## config.mk

```make
export PLATFORM = sky130hd
export DESIGN_NAME = lpht_ram
export DESIGN_NICKNAME = d
export VERILOG_FILES = /design/src/design/lpht_ram.sv
export SDC_FILE = /design/constraint.sdc
export NUM_CORES = 1
export LEC_CHECK = 0
export ABC_AREA = 1
export BUFFER_PORTS_ARGS = -buffer_cell sky130_fd_sc_hd__buf_2
export CAP_MARGIN = 30
export CELL_PAD_IN_SITES_DETAIL_PLACEMENT = 0
export CELL_PAD_IN_SITES_GLOBAL_PLACEMENT = 1
export CORE_ASPECT_RATIO = 1.25
export CORE_MARGIN = 3
export CORE_UTILIZATION = 49
export DETAILED_ROUTE_END_ITERATION = 10
export PLACE_DENSITY = 0.85
export SLEW_MARGIN = 20
export SYNTH_ARGS = -nofsm -noshare
export SYNTH_HDL_FRONTEND = slang
export SYNTH_SLANG_ARGS = --single-unit
```

## constraint.sdc

```tcl
create_clock -name i_clk -period 1.5 [get_ports i_clk]
set_clock_uncertainty 0.05 [all_clocks]
set_input_delay 0.15 -clock i_clk [delete_from_list [all_inputs] [get_ports i_clk]]
set_output_delay 0.15 -clock i_clk [all_outputs]
set_load 0.02 [all_outputs]
```

## src/design/lpht_ram.sv

```systemverilog
`timescale 1ns / 1ps
// ----------------------------------------------------------------------------
// lpht_ram
// Simple dual-port RAM: one write port, one read port with registered data.
// ----------------------------------------------------------------------------
module lpht_ram #(
    parameter int WIDTH = 8,
    parameter int DEPTH = 16
) (
    input  logic                     i_clk,
    input  logic                     i_we,
    input  logic [$clog2(DEPTH)-1:0] i_waddr,
    input  logic [WIDTH-1:0]         i_wdata,
    input  logic [$clog2(DEPTH)-1:0] i_raddr,
    output logic [WIDTH-1:0]         o_rdata
);

    logic [WIDTH-1:0] r_mem [DEPTH];
    logic [WIDTH-1:0] r_rdata;

    // Write and registered read
    always_ff @(posedge i_clk) begin
        if (i_we) begin
            r_mem[i_waddr] <= i_wdata;
        end
        r_rdata <= r_mem[i_raddr];
    end

    assign o_rdata = r_rdata;

endmodule

```

==> run summary, run 1 <==
Final Slew Violations: 0
HP Class: in -> reg
Avg Cell Area, Syn: 10.5 um2
drt pass-1 iters: 5
CP max stage cell: dfxtp_1
clk_lat worst skew: 0.42 ns
fraction of registers with async set or reset after synthesis: 0%
most frequent cells after synthesis: nand2_1, edfxtp_1, inv_1
post-synthesis cell type count: 12
DRT iter0 DRCs: 231
minimum clock period: 1.19 ns
Final Hold Fails: 0
CP endpoint kind: output port
Leak: 2.97 nW
register bit total from synthesis: 136
half-perimeter wire length after placement: 7900 um
gr ovfl total: 0
chip height: 127 um
critical path class: reg -> out
global-route wire length before repair: 20000 um
share of cells above drive strength 1: 13.9%
number of max-cap violations: 0
Sink Count: 136
wire per inst: 16.9 um
post-layout util: 59.9%
Antenna Nets Post-Route: 0
share of the synthesized area in the top cell type: 66.7%
Seq/Total Area, Yosys: 69.4%
FMAX: 837 MHz
critical-path cell list: buf_2
Root Buffer: clkbuf_16
Longest Clk Path Bufs: 2
met3 Usage GRT: 4.86%
DIE WIDTH: 103 um
routability cong.: 0.804
CP peak stage delay: 0.39 ns
P&R area growth vs syn: 17.3%
gr usage total: 20.8%
count leader, synth: nand2_1
cell family with most CP delay: flip-flops
number of antenna violations at the first check in global routing: 0
P per Cell Area: 1350 mW/mm2
Bufs and invs on worst path: 1
Hold-fix buffers, CTS: 0
critical path startpoint category: flop
CTS tree: done
Initial Utilization: 51.0%
RSZ-0062 raised after global routing: no
Routed WL: 12600 um
Num CTS Buffers: 17
crit share post-route: 79.7%
drt drc: 0
total core area: 0.0113 mm2
status: finished clean
Die Area: 0.0131 mm2
row cnt: 43
worst relative slew slack: 75.7%
final setup fails: 0
largest net degree at the start of global routing: 52
antenna fix cells: 0
Gate Count Post-Synth: 551
htree depth: 4
Post-synth EDFFs: 128
GR Layer Usage met1: 27.0%
total nets after synthesis: 569
Synth area leaders: edfxtp_1, nand2_1, nand3_1
post-CTS resize count: 0
CP Data Arrival Time: 0.99 ns
# fillers: 921
met2 Usage GRT: 33.5%
number of I/O pins: 26
port bufs: 25
vias: 3875
setup TNS: 0 ns
DR vias/cell: 5.19
R2R Setup Slk: 0.47 ns
worst vdd ir: 861 uV
setup bufs post-CTS: 0
ys flop type: edfxtp_1
crit path max fanout: 1
busiest grt layer: met2
Slew @ Worst Pin: 0.364 ns
Crit path required time: 1.30 ns
Worst-path clk slew: 0.06 ns
synthesized cell area: 0.00577 mm2
vias in the first global route: 3828
Nets: 617
Ys Warns: 0
cell taking the most area after synthesis: edfxtp_1
-- state kept, by name, indices dropped and copies added (netlist names) --
signal and cells:
o_rdata 8, r_mem 128
-- cells by family (layout without fill, tap and decap cells) --
group	after synthesis	count (layout)	synth area share [%]
AND/OR/NAND/NOR	289	289	21.0
flip-flops	136	136	69.4
buffers and inverters	126	187	9.52
-- per-layer routing --
metal  up-vias  share of wire [%]
met5         -                  0
met4         0                2.4
met3        20                5.7
met2       113                 51
met1      1874                 41
li1       1868                  -
-- area by class of cell --
class                      instances  area (um2)  share of cell area, %
tap                              135         169                   2.50
timing repair buffer              53         385                   5.70
sequential                       136        4000                   59.2
inverter                         102         383                   5.66
clock buffer                      19         433                   6.40
multi-input combinational        289        1210                   17.9
clock inverter                    13         179                   2.64
-- path summary, 6_finish.rpt --
path,start,to,cells after the start
setup reg to reg,r_mem[5][6],o_rdata[6],6
hold / removal,i_raddr[3],o_rdata[6],3
hold reg to reg,r_mem[2][4],o_rdata[4],6
setup / recovery,o_rdata[2],o_rdata[2],1
-- through the flow --
| stage | total power, mW | hold slack, ns | area, um2 | instances | worst slack (ns) |
|---|---|---|---|---|---|
| after global routing | 9.39 | 0.0862 | 6770 | 747 | 0.302 |
| final | 9.11 | 0.0730 | 6770 | 747 | 0.305 |
| after floorplan | 4.68 | 0.199 | 5770 | 551 | 0.349 |
| after CTS | 9.16 | 0.0656 | 6770 | 747 | 0.292 |
| after detailed placement | 4.90 | 0.508 | 6150 | 715 | 0.266 |
| after global placement | 4.89 | 0.496 | 6150 | 715 | 0.291 |
-- power breakdown --
part	internal (mW)	switching (mW)	total, mW
sequential	4.25	0.0262	4.28
combinational	0.171	0.379	0.549
clock	2.77	1.52	4.29
total	7.19	1.93	9.11
-- layout by cell type, fill, tap and decap left out --
master      instances
inv_1             100
clkinv_4            1
clkinvlp_4          4
clkinv_2            4
buf_2              25
clkbuf_16          17
bufinv_16           4
nand3_1            97
buf_12              4
nand3b_1            2
dfxtp_1             8
inv_2               2
nor2_1             17
buf_4              24
edfxtp_1          128
clkbuf_1            2
nand2_1           173
Power figures use the tool's default switching activity.
==> inputs of run 2 (changes only) <==
==> constraint.sdc (replaced) <==
create_clock -name i_clk -period 1.2 [get_ports i_clk]
set_clock_uncertainty 0.05 [all_clocks]
set_input_delay 0.12 -clock i_clk [delete_from_list [all_inputs] [get_ports i_clk]]
set_output_delay 0.12 -clock i_clk [all_outputs]
set_load 0.02 [all_outputs]
==> run 2 against run 1 <==
- sequential share of layout area shrank 0.89 points
- core utilization up 0.92 points
- register-to-register slack got worse by 0.26 ns
- clock power up 24%
- cell area rose by 1.5%
- critical path depth unchanged
- largest cell class unchanged
==> run summary, run 2 (synthesis gave the netlist of run 1 again) <==
drt pass-1 iters: 4 (was 5)
CP max stage cell: dfxtp_1 (unchanged)
Finished Cell Area: 0.00687 mm2 (was 0.00677 mm2)
wire per inst: 16.7 um (was 16.9 um)
RSZ-0062 raised after global routing: no (unchanged)
worst relative slew slack: 75.9% (was 75.7%)
HP Class: in -> reg (unchanged)
clk_lat worst skew: 0.41 ns (was 0.42 ns)
gr ovfl total: 0 (unchanged)
Final Hold Fails: 0 (unchanged)
crit share post-route: 97.5%
critical path startpoint category: flop (unchanged)
Worst-path clk slew: 0.05 ns (was 0.06 ns)
Sink Count: 136 (unchanged)
chip height: 127 um (unchanged)
global-route wire length before repair: 20400 um (was 20000 um)
Hold-fix buffers, CTS: 0 (unchanged)
Final Slew Violations: 0 (unchanged)
cell family with most CP delay: flip-flops (unchanged)
critical-path cell list: buf_2 (unchanged)
hold_ws: 0.0589 ns (was 0.0730 ns)
Post-Route M1 WL: 5210 um (was 5160 um)
Bufs and invs on worst path: 1 (unchanged)
number of I/O pins: 26 (unchanged)
Leak: 3.03 nW (was 2.97 nW)
Nets: 628 (was 617)
P&R area growth vs syn: 19.1% (was 17.3%)
gr usage total: 21.1% (was 20.8%)
number of max-cap violations: 0 (unchanged)
top layer in use: met4 (unchanged)
row cnt: 43 (unchanged)
commonest non-fill, non-tap cell in the layout: nand2_1 (unchanged)
total core area: 0.0113 mm2 (unchanged)
CP peak stage delay: 0.40 ns (was 0.39 ns)
number of flip-flops in the largest register: 128 (unchanged)
CP endpoint kind: output port (unchanged)
placed cell area: 0.00626 mm2 (was 0.00615 mm2)
Die Area: 0.0131 mm2 (unchanged)
port bufs: 25 (unchanged)
routed wl met2: 6380 um (was 6470 um)
DR vias/cell: 5.17 (was 5.19)
DR WL met3: 744 um (was 717 um)
antenna fix cells: 0 (unchanged)
number of antenna violations at the first check in global routing: 0 (unchanged)
Longest Clk Path Bufs: 2 (unchanged)
FMAX: 855 MHz
half-perimeter wire length after placement: 8180 um (was 7900 um)
minimum clock period: 1.17 ns
setup bufs post-CTS: 0 (unchanged)
CP Data Arrival Time: 1.00 ns (was 0.99 ns)
post-CTS resize count: 0 (unchanged)
DIE WIDTH: 103 um (unchanged)
largest net degree at the start of global routing: 52 (unchanged)
# fillers: 907 (was 921)
routability cong.: 0.808 (was 0.804)
crit path max fanout: 1 (unchanged)
htree depth: 4 (unchanged)
leading cell types in the layout, fill and taps excluded: nand2_1, edfxtp_1, inv_1 (unchanged)
DRT iter0 DRCs: 293 (was 231)
vias in the first global route: 3956 (was 3828)
CTS tree: done (unchanged)
Root Buffer: clkbuf_16 (unchanged)
Largest Register: r_mem (unchanged)
vias: 3920 (was 3875)
drt drc: 0 (unchanged)
share of cells above drive strength 1: 14.8% (was 13.9%)
Slew @ Worst Pin: 0.362 ns (was 0.364 ns)
Num CTS Buffers: 17 (unchanged)
P per Cell Area: 1660 mW/mm2 (was 1350 mW/mm2)
critical path class: reg -> out (unchanged)
final setup fails: 0 (unchanged)
Initial Utilization: 51.0% (unchanged)
Antenna Nets Post-Route: 0 (unchanged)
Crit path required time: 1.03 ns (was 1.30 ns)
worst vdd ir: 995 uV (was 861 uV)
Routed WL: 12600 um (about the same)
status: finished clean (unchanged)
run 2: worst paths after layout:
| check | slack, ns | startpoint | endpoint | cells after the start |
|---|---|---|---|---|
| max | 0.03 | o_rdata[2] | o_rdata[2] | 1 |
| min | 0.06 | i_raddr[2] | o_rdata[4] | 4 |
| max reg2reg | 0.21 | r_mem[3][1] | o_rdata[1] | 6 |
| min reg2reg | 0.60 | r_mem[10][6] | o_rdata[6] | 6 |
run 2: cell type report:
type / count / area (um2) / area share (%)
sequential: 136 / 4000 / 58.3
multi-input combinational: 289 / 1210 / 17.7
timing repair buffer: 64 / 493 / 7.18
clock buffer: 18 / 429 / 6.25
inverter: 102 / 383 / 5.57
clock inverter: 14 / 179 / 2.60
tap: 135 / 169 / 2.46
run 2: worst register-to-register path, stage by stage (launching register included):
cell,delay (ns)
edfxtp_1,0.38
nand2_1,0.08
nand2_1,0.06
nand2_1,0.06
nand3_1,0.08
nand3_1,0.12
nand2_1,0.06
run 2: report_power, final:
group | switching, mW | leakage [nW] | internal [mW]
Combinational | 0.479 | 1.52 | 0.236
Clock | 1.87 | 0.285 | 3.45
Sequential | 0.0338 | 1.22 | 5.31
Total | 2.38 | 3.03 | 9.00
run 2: layer usage:
metal,vias up,track usage (%)
li1,1891,-
met5,-,0
met4,0,8.08
met1,1878,26.5
met2,125,35.0
met3,26,5.24
run 2: stage by stage:
| step | utilization (%) | worst slack, ns | TNS [ns] | instances | total power [mW] |
|---|---|---|---|---|---|
| 2_1_floorplan | - | 0.0792 | 0 | 551 | 5.85 |
| 3_3_place_gp | 55.4 | -0.0551 | -0.389 | 726 | 6.14 |
| 3_5_place_dp | 55.4 | -0.0682 | -0.706 | 726 | 6.16 |
| 4_1_cts | 60.8 | 0.0206 | 0 | 758 | 11.4 |
| 5_1_grt | 60.8 | 0.0237 | 0 | 758 | 11.8 |
| 6_report | 60.8 | 0.0305 | 0 | 758 | 11.4 |
