File: src/design/lpht_pkg.sv
`timescale 1ns / 1ps
// ----------------------------------------------------------------------------
// lpht_pkg
// Shared constants, codes and types of the linear-probe hash table.
// ----------------------------------------------------------------------------
package lpht_pkg;

    localparam int MAX_SLOTS  = 1024;
    localparam int KEY_BITS   = 32;
    localparam int SLOT_W     = $clog2(MAX_SLOTS);
    localparam int SIZE_W     = SLOT_W + 1;
    localparam int SIZE_RESET = 1001;
    localparam int SIZE_MIN   = 11;
    localparam int ENTRY_W    = KEY_BITS + 1;

    // Operation codes carried on the kind field
    localparam logic KIND_INSERT = 1'b0;
    localparam logic KIND_FIND   = 1'b1;

    // Request into the remainder unit
    typedef struct packed {
        logic                start;
        logic [KEY_BITS-1:0] key;
        logic [SIZE_W-1:0]   modulus;
    } t_div_req;

    // Response from the remainder unit
    typedef struct packed {
        logic              done;
        logic [SLOT_W-1:0] rem;
    } t_div_rsp;

endpackage

File: src/design/lpht_mod.sv
`timescale 1ns / 1ps
// ----------------------------------------------------------------------------
// lpht_mod
// Bit-serial restoring remainder unit: key modulo table size, one key bit per
// cycle.
// ----------------------------------------------------------------------------
module lpht_mod
    import lpht_pkg::*;
(
    input  logic     i_clk,
    input  logic     i_rst_n,
    input  t_div_req i_req,
    output t_div_rsp o_rsp
);

    localparam int CNT_W = $clog2(KEY_BITS);

    logic                r_busy;
    logic                r_done;
    logic [CNT_W-1:0]    r_cnt;
    logic [KEY_BITS-1:0] r_dvd;
    logic [SIZE_W-1:0]   r_rem;
    logic [SIZE_W-1:0]   r_mod;

    logic [SIZE_W:0]     w_trial;
    logic [SIZE_W:0]     w_mod_ext;
    logic [SIZE_W-1:0]   n_rem;

    // Shift in the next key bit and subtract when it fits
    always_comb begin
        w_trial   = {r_rem, r_dvd[KEY_BITS-1]};
        w_mod_ext = {1'b0, r_mod};
        if (w_trial >= w_mod_ext) begin
            n_rem = SIZE_W'(w_trial - w_mod_ext);
        end else begin
            n_rem = SIZE_W'(w_trial);
        end
    end

    // Control: load on start, count key bits, pulse done
    always_ff @(posedge i_clk) begin
        if (!i_rst_n) begin
            r_busy <= 1'b0;
            r_done <= 1'b0;
            r_cnt  <= '0;
        end else begin
            r_done <= 1'b0;
            if (i_req.start) begin
                r_busy <= 1'b1;
                r_cnt  <= '0;
            end else if (r_busy) begin
                r_cnt <= r_cnt + 1'b1;
                if (r_cnt == CNT_W'(KEY_BITS - 1)) begin
                    r_busy <= 1'b0;
                    r_done <= 1'b1;
                end
            end
        end
    end

    // Datapath: dividend shifter and partial remainder
    always_ff @(posedge i_clk) begin
        if (i_req.start) begin
            r_dvd <= i_req.key;
            r_rem <= '0;
            r_mod <= i_req.modulus;
        end else if (r_busy) begin
            r_dvd <= {r_dvd[KEY_BITS-2:0], 1'b0};
            r_rem <= n_rem;
        end
    end

    assign o_rsp.done = r_done;
    assign o_rsp.rem  = r_rem[SLOT_W-1:0];

    // A new request never lands on a running one
    a_start_idle: assert property (@(posedge i_clk) disable iff (!i_rst_n)
        i_req.start |-> !r_busy)
        else $error("remainder unit restarted while busy");

    // The partial remainder stays below the modulus
    a_rem_range: assert property (@(posedge i_clk) disable iff (!i_rst_n)
        (r_busy || r_done) |-> (r_rem < r_mod))
        else $error("partial remainder out of range");

    // Done follows the last step only
    a_done_pulse: assert property (@(posedge i_clk) disable iff (!i_rst_n)
        r_done |-> ($past(r_busy) && !r_busy))
        else $error("done without a finishing step");

endmodule

File: config.mk
export PLATFORM = sky130hd
export DESIGN_NAME = lpht_mod
export DESIGN_NICKNAME = d
export VERILOG_FILES = /design/src/design/lpht_pkg.sv /design/src/design/lpht_mod.sv
export SDC_FILE = /design/constraint.sdc
export NUM_CORES = 1
export LEC_CHECK = 0
export ABC_AREA = 1
export BUFFER_PORTS_ARGS = -buffer_cell sky130_fd_sc_hd__buf_2
export CAP_MARGIN = 10
export CORE_ASPECT_RATIO = 1.1
export CORE_MARGIN = 2
export CORE_UTILIZATION = 35
export CTS_BUF_LIST = sky130_fd_sc_hd__clkbuf_16
export DETAILED_ROUTE_END_ITERATION = 10
export PLACE_DENSITY = 0.59
export SYNTH_ARGS = -nofsm -noshare
export SYNTH_HDL_FRONTEND = slang
export SYNTH_SLANG_ARGS = --single-unit
File: constraint.sdc
create_clock -name i_clk -period 2.2 [get_ports i_clk]
set_input_delay 0.11 -clock i_clk [delete_from_list [all_inputs] [get_ports i_clk]]
set_output_delay 0.11 -clock i_clk [all_outputs]
set_load 0.02 [all_outputs]
==> results.sh, run 1 <==
export IMPL_worst_pin_slew_ns=0.909
export IMPL_crit_path_top_delay_cell="fa_1"
export IMPL_drive_above_1_share=0.198
export IMPL_grt_pass1_vias=2783
export IMPL_outcome="finished clean"
export IMPL_skew_ns=0.00908
export IMPL_n_antenna_cell=0
export IMPL_maxCapViolCount=0
export IMPL_dpl_cell_area_um2=3680
export IMPL_dp_cells=570
export IMPL_stdcell_count=597
export IMPL_fmax_mhz=494
export IMPL_setup_ws_ns=0.177
export IMPL_powerDensity_nw_per_um2=768
export IMPL_fin_crit_ns=2.02
export IMPL_reg2reg_slack_ns=0.18
export IMPL_clk_pin_slew_worst_paths_ns=0.06
export IMPL_combPwrFrac=0.102
export IMPL_synth_cells=415
export IMPL_switching_share=0.229
export IMPL_dp_slack_ns=0.118
export IMPL_leakage_nw=2.09
export IMPL_yosys_warnings=0
export IMPL_crit_path_end_kind="flip-flop"
export IMPL_syn_num_nets=475
export IMPL_power_internal_mw=2.43
export IMPL_relSlewSlack=0.394
export IMPL_dr_first_iter_drc_count=111
export IMPL_criticalPathCategory="flip-flop to flip-flop"
export IMPL_die_area_um2=10400
export IMPL_postRouteWirelength_um=7310
export IMPL_grt_use_total=0.148
export IMPL_port_buffers=56
export IMPL_ys_types=30
export IMPL_critPathLaunchType="flip-flop"
export IMPL_rows=37
export IMPL_cts_tree="done"
export IMPL_cts_buffers=9
export IMPL_regToRegStartpoint="r_mod[0]"
export IMPL_cp_common_cell="nand2_1"
export IMPL_clock_path_buffers=2
export IMPL_min_from="i_req[11]"
export IMPL_total_power_mw=3.16
export IMPL_route_detailed_drc=0
export IMPL_avgViaCountPerCell=4.58
export IMPL_power_switching_uw=721
export IMPL_ys_ff_latch=61
export IMPL_hp_class="primary input to flip-flop"
export IMPL_design_area_um2=4110
export IMPL_cp_data_required_time_ns=2.46
export IMPL_place_gp_congestion=0.962
export IMPL_r2r_end="r_rem[9]"
export IMPL_clock_root_buffer="clkbuf_16"
export IMPL_worst_path_max_fanout=11
export IMPL_syn_area_um2=3380
export IMPL_antenna_found_initial=0
export IMPL_grt_start_max_net_pins=41
export IMPL_hold_path_depth=3
export IMPL_seqPwrFrac=0.431
export IMPL_initial_core_util=0.361
export IMPL_dp_hpwl_um=5080
export IMPL_coreArea_um2=9350
export IMPL_cts_sinks=61
export IMPL_power_share_clock=0.468
export IMPL_r2r_cells=14
export IMPL_finalMaxSlewViolations=0
export IMPL_first_pass_iters=4
export IMPL_io_pins=57
export IMPL_worstPathCellList="ha_1, fa_1, inv_1, nand2_1, nand2_1, nand2_2, nand2_1, nand2_2, buf_4, nand4_1, nand2_1, inv_1, nand2_1, nand2_1"
export IMPL_syn_area_per_cell_um2=8.13
export IMPL_critPathArrivalTime_ns=2.29
export IMPL_die_width_um=97.6
export IMPL_ir_drop_mv=0.367
export IMPL_die_height_um=107
export IMPL_postCtsSetupRepairBufs=0
export IMPL_hold_violations=0
export IMPL_nets=535
export IMPL_hold_path_end="r_dvd[0]"
export IMPL_htreeDepth=3
export IMPL_clock_latency_ns=0.32
export IMPL_grt_pass1_wl_um=12500
export IMPL_overflow=0
export IMPL_vias=2734
export IMPL_yosysSeqAreaShare=0.489
export IMPL_ant_nets=0
export IMPL_crit_path_max_incr_delay_ns=0.41
export IMPL_setup_violations=0
export IMPL_period_share=0.920
export IMPL_route_detailed_wl_per_inst_um=12.2
export IMPL_syn2layout_area_growth_pct=21.6
repair_timing:
item                                    CTS  global route
hold buffers                             11             0
endpoints found under the setup margin    0             9
hold endpoints to repair                 11             0
resized for setup                         0             1
through the flow:
| step | utilization | setup TNS, ns | hold WS, ns |
|---|---|---|---|
| after floorplan | - | 0 | 0.209 |
| after global placement | 0.393 | 0 | 0.289 |
| after detailed placement | 0.393 | 0 | 0.288 |
| after CTS | 0.438 | 0 | 0.0340 |
| after global routing | 0.439 | -0.00263 | 0.0449 |
| final | 0.439 | 0 | 0.0434 |
synthesized netlist by cell type, drive strengths merged:
master,count,share of area
nand2,174,0.20
inv,63,0.070
edfxtp,43,0.38
nand3,27,0.052
buf,18,0.043
dfxtp,18,0.11
nand4,14,0.026
nor2,14,0.016
ha,13,0.048
a21oi,7,0.011
o21ai,7,0.011
clkbuf,6,0.0067
xor2,3,0.0078
a211oi,1,0.0022
a31oi,1,0.0019
and3,1,0.0019
fa,1,0.0059
nor3,1,0.0015
nor4,1,0.0019
o21a,1,0.0022
or2,1,0.0019
power groups by stage:
stage          Clock [mW]  Combinational (mW)  Sequential (mW)
2_1_floorplan           0               0.217             1.37
3_3_place_gp            0               0.306             1.38
3_5_place_dp            0               0.309             1.38
4_1_cts              1.51               0.326             1.36
5_1_grt              1.56               0.371             1.37
6_report             1.48               0.321             1.36
state kept, by name, summed over array words and instances, names as in the netlist:
register / count
r_done: 1
r_cnt: 5
r_rem: 11
r_mod: 11
r_busy: 1
r_dvd: 32
layout by cell type, fill, tap and decap left out, types with 2 or more instances in the layout:
| cell type | n |
|---|---|
| nand2_1 | 167 |
| inv_1 | 63 |
| buf_2 | 56 |
| edfxtp_1 | 43 |
| nand3_1 | 19 |
| dfxtp_1 | 18 |
| nand4_1 | 14 |
| nor2_1 | 13 |
| ha_1 | 13 |
| dlygate4sd3_1 | 11 |
| clkbuf_16 | 9 |
| nand2_2 | 7 |
| nand3_2 | 7 |
| a21oi_1 | 6 |
| buf_4 | 6 |
| o21ai_0 | 3 |
| xor2_1 | 3 |
| o21ai_1 | 3 |
| inv_2 | 2 |
| bufinv_16 | 2 |
critical path: cells and delay by family, from the launching register on:
family / cells / cell delay, ns
adder cells (fa/ha/maj): 2 / 0.64
AND/OR/NAND/NOR: 9 / 0.58
flip-flops: 1 / 0.38
buffers and inverters: 3 / 0.36
cell families after synthesis:
kind of cell / count (synthesis) / synth area share
buffers and inverters: 87 / 0.120
AOI/OAI and AO/OA: 17 / 0.0293
and+or+nand+nor: 233 / 0.300
DFF: 61 / 0.489
xor gates and xnor gates: 3 / 0.00778
adders and majority gates: 14 / 0.0541
routing by layer:
layer	routed length (µm)	track usage
met1	3340	0.176
met4	78	0.0427
met3	358	0.0391
met2	3530	0.263
met5	0	0
final cells by class:
type                    instances  area (µm²)
fillers                       971        5250
flip-flops and latches         61        1650
multi-input cells             267        1330
repair buffers                 73         435
inverters                      63         236
clock buffers                   9         225
well taps                     117         146
clock inverters                 7        83.8
worst max-delay path by stage:
stage                         start  endpoint  slack, ns  cells past startpoint
after CTS                 r_dvd[31]  r_rem[3]       0.12                     13
after floorplan           r_dvd[31]  r_rem[3]       0.34                     14
after detailed placement  r_dvd[31]  r_rem[3]       0.12                     13
after global placement    r_dvd[31]  r_rem[3]       0.18                     13
final                      r_mod[0]  r_rem[9]       0.18                     14
after global routing      r_dvd[31]  r_rem[9]     -0.003                     15
Power figures use the tool's default switching activity.
==> run 2: changes to the inputs <==
- BUFFER_PORTS_ARGS: -buffer_cell sky130_fd_sc_hd__buf_2 -> default
- DONT_BUFFER_PORTS: default -> 1
- PLACE_DENSITY: 0.59 -> 0.54
==> run 2 against run 1 <==
Against the previous run:
- the run now ends with negative hold slack left
- clock skew decreased by 0.0043 ns
- critical path depth decreased by 1
- critical endpoint is now r_rem[10]
- power decreased by 1.2%
- via count decreased by 0.80%
- first-iteration DRC count decreased by 24%
==> results.sh, run 2 (synthesis gave the netlist of run 1 again) <==
export IMPL_violations="negative hold slack"
export IMPL_cp_common_cell="nand2_1"
export IMPL_crit_path_max_incr_delay_ns=0.38
export IMPL_total_power_mw=3.12
export IMPL_cts_buffers=9
export IMPL_leakage_nw=2.06
export IMPL_dp_slack_ns=0.120
export IMPL_powerDensity_nw_per_um2=728
export IMPL_n_fill_cell=952
export IMPL_crit_path_end_kind="flip-flop"
export IMPL_relSlewSlack=0.681
export IMPL_cts_tree="done"
export IMPL_setup_tns_ns=0
export IMPL_antenna_found_initial=0
export IMPL_critPathArrivalTime_ns=2.19
export IMPL_regArea_um2=1650
export IMPL_grt_pass1_wl_um=13600
export IMPL_maxCapViolCount=0
export IMPL_largest_register_ff_count=32
export IMPL_dr_first_iter_drc_count=84
export IMPL_mostFrequentLayoutCell="nand2_1"
export IMPL_route_detailed_wl_per_inst_um=13.5
export IMPL_stdcell_count=588
export IMPL_io_pins=57
export IMPL_ant_nets=0
export IMPL_grt_use_total=0.165
export IMPL_finalMaxSlewViolations=0
export IMPL_layout_common_cells="nand2_1, inv_1, dlygate4sd3_1"
export IMPL_coreArea_um2=9350
export IMPL_syn2layout_area_growth_pct=26.8
export IMPL_hold_violations=1
export IMPL_critPathTopFamily="simple AND/OR/NAND/NOR gates"
export IMPL_die_height_um=107
export IMPL_clock_path_buffers=2
export IMPL_period_share=0.894
export IMPL_multi_input_area_um2=1330
export IMPL_hold_slack_ns=-0.00588
export IMPL_critPathLaunchType="flip-flop"
export IMPL_grt_pass1_vias=2907
export IMPL_clk_pin_slew_worst_paths_ns=0.06
export IMPL_dp_hpwl_um=5090
export IMPL_clock_latency_ns=0.33
export IMPL_fin_crit_ns=1.97
export IMPL_port_buffers=0
export IMPL_postRouteWirelength_um=7930
export IMPL_fmax_mhz=508
export IMPL_die_area_um2=10400
export IMPL_die_width_um=97.6
export IMPL_setup_violations=0
export IMPL_place_gp_congestion=0.842
export IMPL_nets=526
export IMPL_skew_ns=0.00481
export IMPL_first_pass_iters=4
export IMPL_rows=37
export IMPL_vias=2712
export IMPL_avgViaCountPerCell=4.61
export IMPL_cp_num_buf_inv=2
export IMPL_initial_core_util=0.361
export IMPL_cp_data_required_time_ns=2.42
export IMPL_setup_ws_ns=0.233
export IMPL_reg_largest_list="r_dvd x32, r_mod x11, r_rem x11"
export IMPL_drive_above_1_share=0.119
export IMPL_outcome="complete, but fails checks"
export IMPL_clock_root_buffer="clkbuf_16"
export IMPL_worstPathCellList="ha_1, fa_2, inv_1, nand2_1, nand2_1, nand2_2, nand2_1, nand2_2, nand3_4, buf_12, nand3_2, nand2_1, nand2_1"
export IMPL_worst_path_max_fanout=6
export IMPL_overflow=0
export IMPL_route_detailed_drc=0
export IMPL_ir_drop_mv=0.324
export IMPL_htreeDepth=3
export IMPL_worst_pin_slew_ns=0.479
export IMPL_criticalPathCategory="flip-flop to flip-flop"
export IMPL_dp_cells=525
export IMPL_n_antenna_cell=0
export IMPL_top_register="r_dvd"
export IMPL_crit_path_top_delay_cell="edfxtp_1"
export IMPL_grt_start_max_net_pins=43
export IMPL_hp_class="primary input to flip-flop"
export IMPL_rsz0062_at_grt="false"
export IMPL_cts_sinks=61
-- run 2: layout make-up --
type	count	area share
clock buffer	9	0.0526
clock inverter	7	0.0178
inverter	63	0.0552
multi-input combinational	267	0.311
sequential	61	0.386
tap	117	0.0342
timing repair buffer	64	0.144
-- run 2: metrics by stage --
stage               cell area (µm²)  utilization  hold slack, ns
CTS                            4240        0.454         0.00128
global route                   4280        0.458         0.00710
global placement               3480        0.372           0.209
finish                         4280        0.458        -0.00588
floorplan                      3380            -           0.209
detailed placement             3480        0.372           0.209
-- run 2: final timing paths --
path / depth (start not counted) / slack (ns) / startpoint / endpoint
setup reg to reg: 13 / 0.23 / r_mod[0] / r_rem[10]
setup / recovery: 13 / 0.23 / r_mod[0] / r_rem[10]
hold / removal: 2 / -0.006 / i_req[39] / r_dvd[28]
hold reg to reg: 2 / 0.48 / r_cnt[4] / r_cnt[4]
-- run 2: power breakdown --
group | internal (mW) | switching [mW] | total (mW)
combinational | 0.147 | 0.199 | 0.347
clock | 0.879 | 0.534 | 1.41
sequential | 1.33 | 0.0274 | 1.36
total | 2.36 | 0.761 | 3.12
-- run 2: timing repair --
item / CTS / global route
endpoints found under the hold margin: 57 / 0
hold buffers: 45 / 0
buffers inserted: 0 / 2
gates resized for setup: 0 / 2
setup endpoints to repair: 0 / 11
-- run 2: layer usage --
| layer | up-vias | track usage | part of all wire |
|---|---|---|---|
| met5 | - | 0 | 0 |
| met4 | 0 | 0.0327 | 0.0069 |
| met3 | 6 | 0.0508 | 0.046 |
| met2 | 58 | 0.311 | 0.52 |
| met1 | 1240 | 0.185 | 0.43 |
| li1 | 1408 | - | - |
==> run 3: changes to the inputs <==
- CAP_MARGIN: 10 -> 20
- PLACE_DENSITY: 0.54 -> 0.47
==> run 3 against run 2 <==
Against the previous run:
- the run now ends clean
- largest power group unchanged
- utilization fell by 0.27 points
- flip-flop and latch count did not move
- worst setup slack improved by 0.012 ns
- global-route usage decreased by 1.0 points
- critical endpoint is now r_rem[3]
- final cell count shrank 0.17%
==> results.sh, run 3 (synthesis gave the netlist of run 1 again) <==
export IMPL_rsz0062_at_grt="false"
export IMPL_r2r_cells=13
export IMPL_io_pins=57
export IMPL_cts_tree="done"
export IMPL_syn2layout_area_growth_pct=26.1
export IMPL_cp_data_required_time_ns=2.47
export IMPL_drive_above_1_share=0.115
export IMPL_clock_path_buffers=2
export IMPL_relSlewSlack=0.794
export IMPL_ir_drop_mv=0.353
export IMPL_cts_buffers=9
export IMPL_first_pass_iters=5
export IMPL_grt_pass1_vias=2689
export IMPL_route_detailed_drc=0
export IMPL_clock_root_buffer="clkbuf_16"
export IMPL_min_from="i_req[43]"
export IMPL_reg_largest_list="r_dvd x32, r_mod x11, r_rem x11"
export IMPL_place_gp_congestion=0.831
export IMPL_clk_pin_slew_worst_paths_ns=0.06
export IMPL_antenna_found_initial=0
export IMPL_critPathLaunchType="flip-flop"
export IMPL_finalMaxSlewViolations=0
export IMPL_critPathArrivalTime_ns=2.23
export IMPL_rows=37
export IMPL_dr_first_iter_drc_count=128
export IMPL_coreArea_um2=9350
export IMPL_hold_path_end="r_rem[10]"
export IMPL_grt_busiest_layer="met2"
export IMPL_worst_path_max_fanout=11
export IMPL_r2r_end="r_rem[3]"
export IMPL_overflow=0
export IMPL_vias=2688
export IMPL_route_detailed_wl_per_inst_um=12.5
export IMPL_skew_ns=0.00409
export IMPL_regToRegStartpoint="r_dvd[31]"
export IMPL_hold_path_depth=4
export IMPL_dp_hpwl_um=4980
export IMPL_total_power_mw=3.12
export IMPL_hold_violations=0
export IMPL_mostFrequentLayoutCell="nand2_1"
export IMPL_avgViaCountPerCell=4.58
export IMPL_reg2reg_slack_ns=0.25
export IMPL_die_width_um=97.6
export IMPL_postRouteWirelength_um=7330
export IMPL_maxCapViolCount=0
export IMPL_grt_pass1_wl_um=12600
export IMPL_htreeDepth=3
export IMPL_grtUsageMet3=0.0476
export IMPL_grt_use_total=0.155
export IMPL_criticalPathCategory="flip-flop to flip-flop"
export IMPL_grt_start_max_net_pins=47
export IMPL_met1_usage=0.184
export IMPL_setup_violations=0
export IMPL_powerDensity_nw_per_um2=732
export IMPL_nets=525
export IMPL_multi_input_area_um2=1330
export IMPL_ant_nets=0
export IMPL_fin_crit_ns=1.95
export IMPL_port_buffers=0
export IMPL_cts_sinks=61
export IMPL_clock_latency_ns=0.33
export IMPL_n_antenna_cell=0
export IMPL_worst_pin_slew_ns=0.308
export IMPL_die_area_um2=10400
export IMPL_leakage_nw=2.04
export IMPL_n_fill_cell=943
export IMPL_hp_class="primary input to flip-flop"
export IMPL_hold_slack_ns=0.113
export IMPL_top_register="r_dvd"
export IMPL_fmax_mhz=512
export IMPL_outcome="finished clean"
export IMPL_die_height_um=107
export IMPL_setup_tns_ns=0
export IMPL_regArea_um2=1650
export IMPL_largest_register_ff_count=32
export IMPL_crit_path_end_kind="flip-flop"
export IMPL_layout_common_cells="nand2_1, inv_1, dlygate4sd3_1"
export IMPL_initial_core_util=0.361
export IMPL_period_share=0.889
export IMPL_met2_usage=0.259
## run 3: timing repair
| item | 4_1_cts | 5_1_grt |
|---|---|---|
| gates resized for setup | 0 | 1 |
| endpoints found under the setup margin | 0 | 10 |
| endpoints found under the hold margin | 58 | 0 |
| setup buffers | 0 | 0 |
| hold buffers | 45 | 0 |
## run 3: area by class of cell
type                       count  area share
clock buffer                   9      0.0529
clock inverter                 7      0.0173
inverter                      63      0.0556
multi-input combinational    267       0.312
sequential                    61       0.388
tap                          117      0.0344
timing repair buffer          63       0.140
## run 3: how the worst max path moves through the flow
stage | from | endpoint | slack, ns | depth (start not counted)
5_1_grt | r_dvd[31] | r_rem[10] | 0.05 | 15
6_report | r_dvd[31] | r_rem[3] | 0.25 | 13
3_3_place_gp | r_dvd[31] | r_rem[0] | 0.19 | 13
3_5_place_dp | r_dvd[31] | r_rem[0] | 0.15 | 13
2_1_floorplan | r_dvd[31] | r_rem[3] | 0.34 | 14
4_1_cts | r_dvd[31] | r_rem[0] | 0.14 | 13
## run 3: metal layers
layer,vias to the layer above,share of wire
li1,1410,-
met1,1208,0.44
met2,62,0.48
met3,8,0.058
met4,0,0.018
met5,-,0
## run 3: where the power goes
part	switching (mW)	total (mW)	internal (mW)
Clock	0.541	1.42	0.879
Combinational	0.193	0.338	0.146
Sequential	0.0260	1.36	1.33
## run 3: worst max-delay path, cell delays in order, from the launching register on
cell and delay (ns):
edfxtp_1 0.32, inv_1 0.05, ha_1 0.22, fa_1 0.41
inv_1 0.10, nand2_1 0.06, nand2_1 0.09, nand2_2 0.06
nand2_1 0.08, nand2_2 0.07, buf_4 0.19, nand4_1 0.12
nand3_2 0.09, o21ai_2 0.05
## run 3: per-stage QoR
stage / cell area [µm²] / utilization / std cells / worst slack, ns
floorplan: 3380 / - / 415 / 0.341
global placement: 3490 / 0.373 / 526 / 0.192
detailed placement: 3490 / 0.373 / 526 / 0.151
CTS: 4250 / 0.454 / 587 / 0.137
global route: 4260 / 0.455 / 587 / 0.0528
finish: 4260 / 0.455 / 587 / 0.245
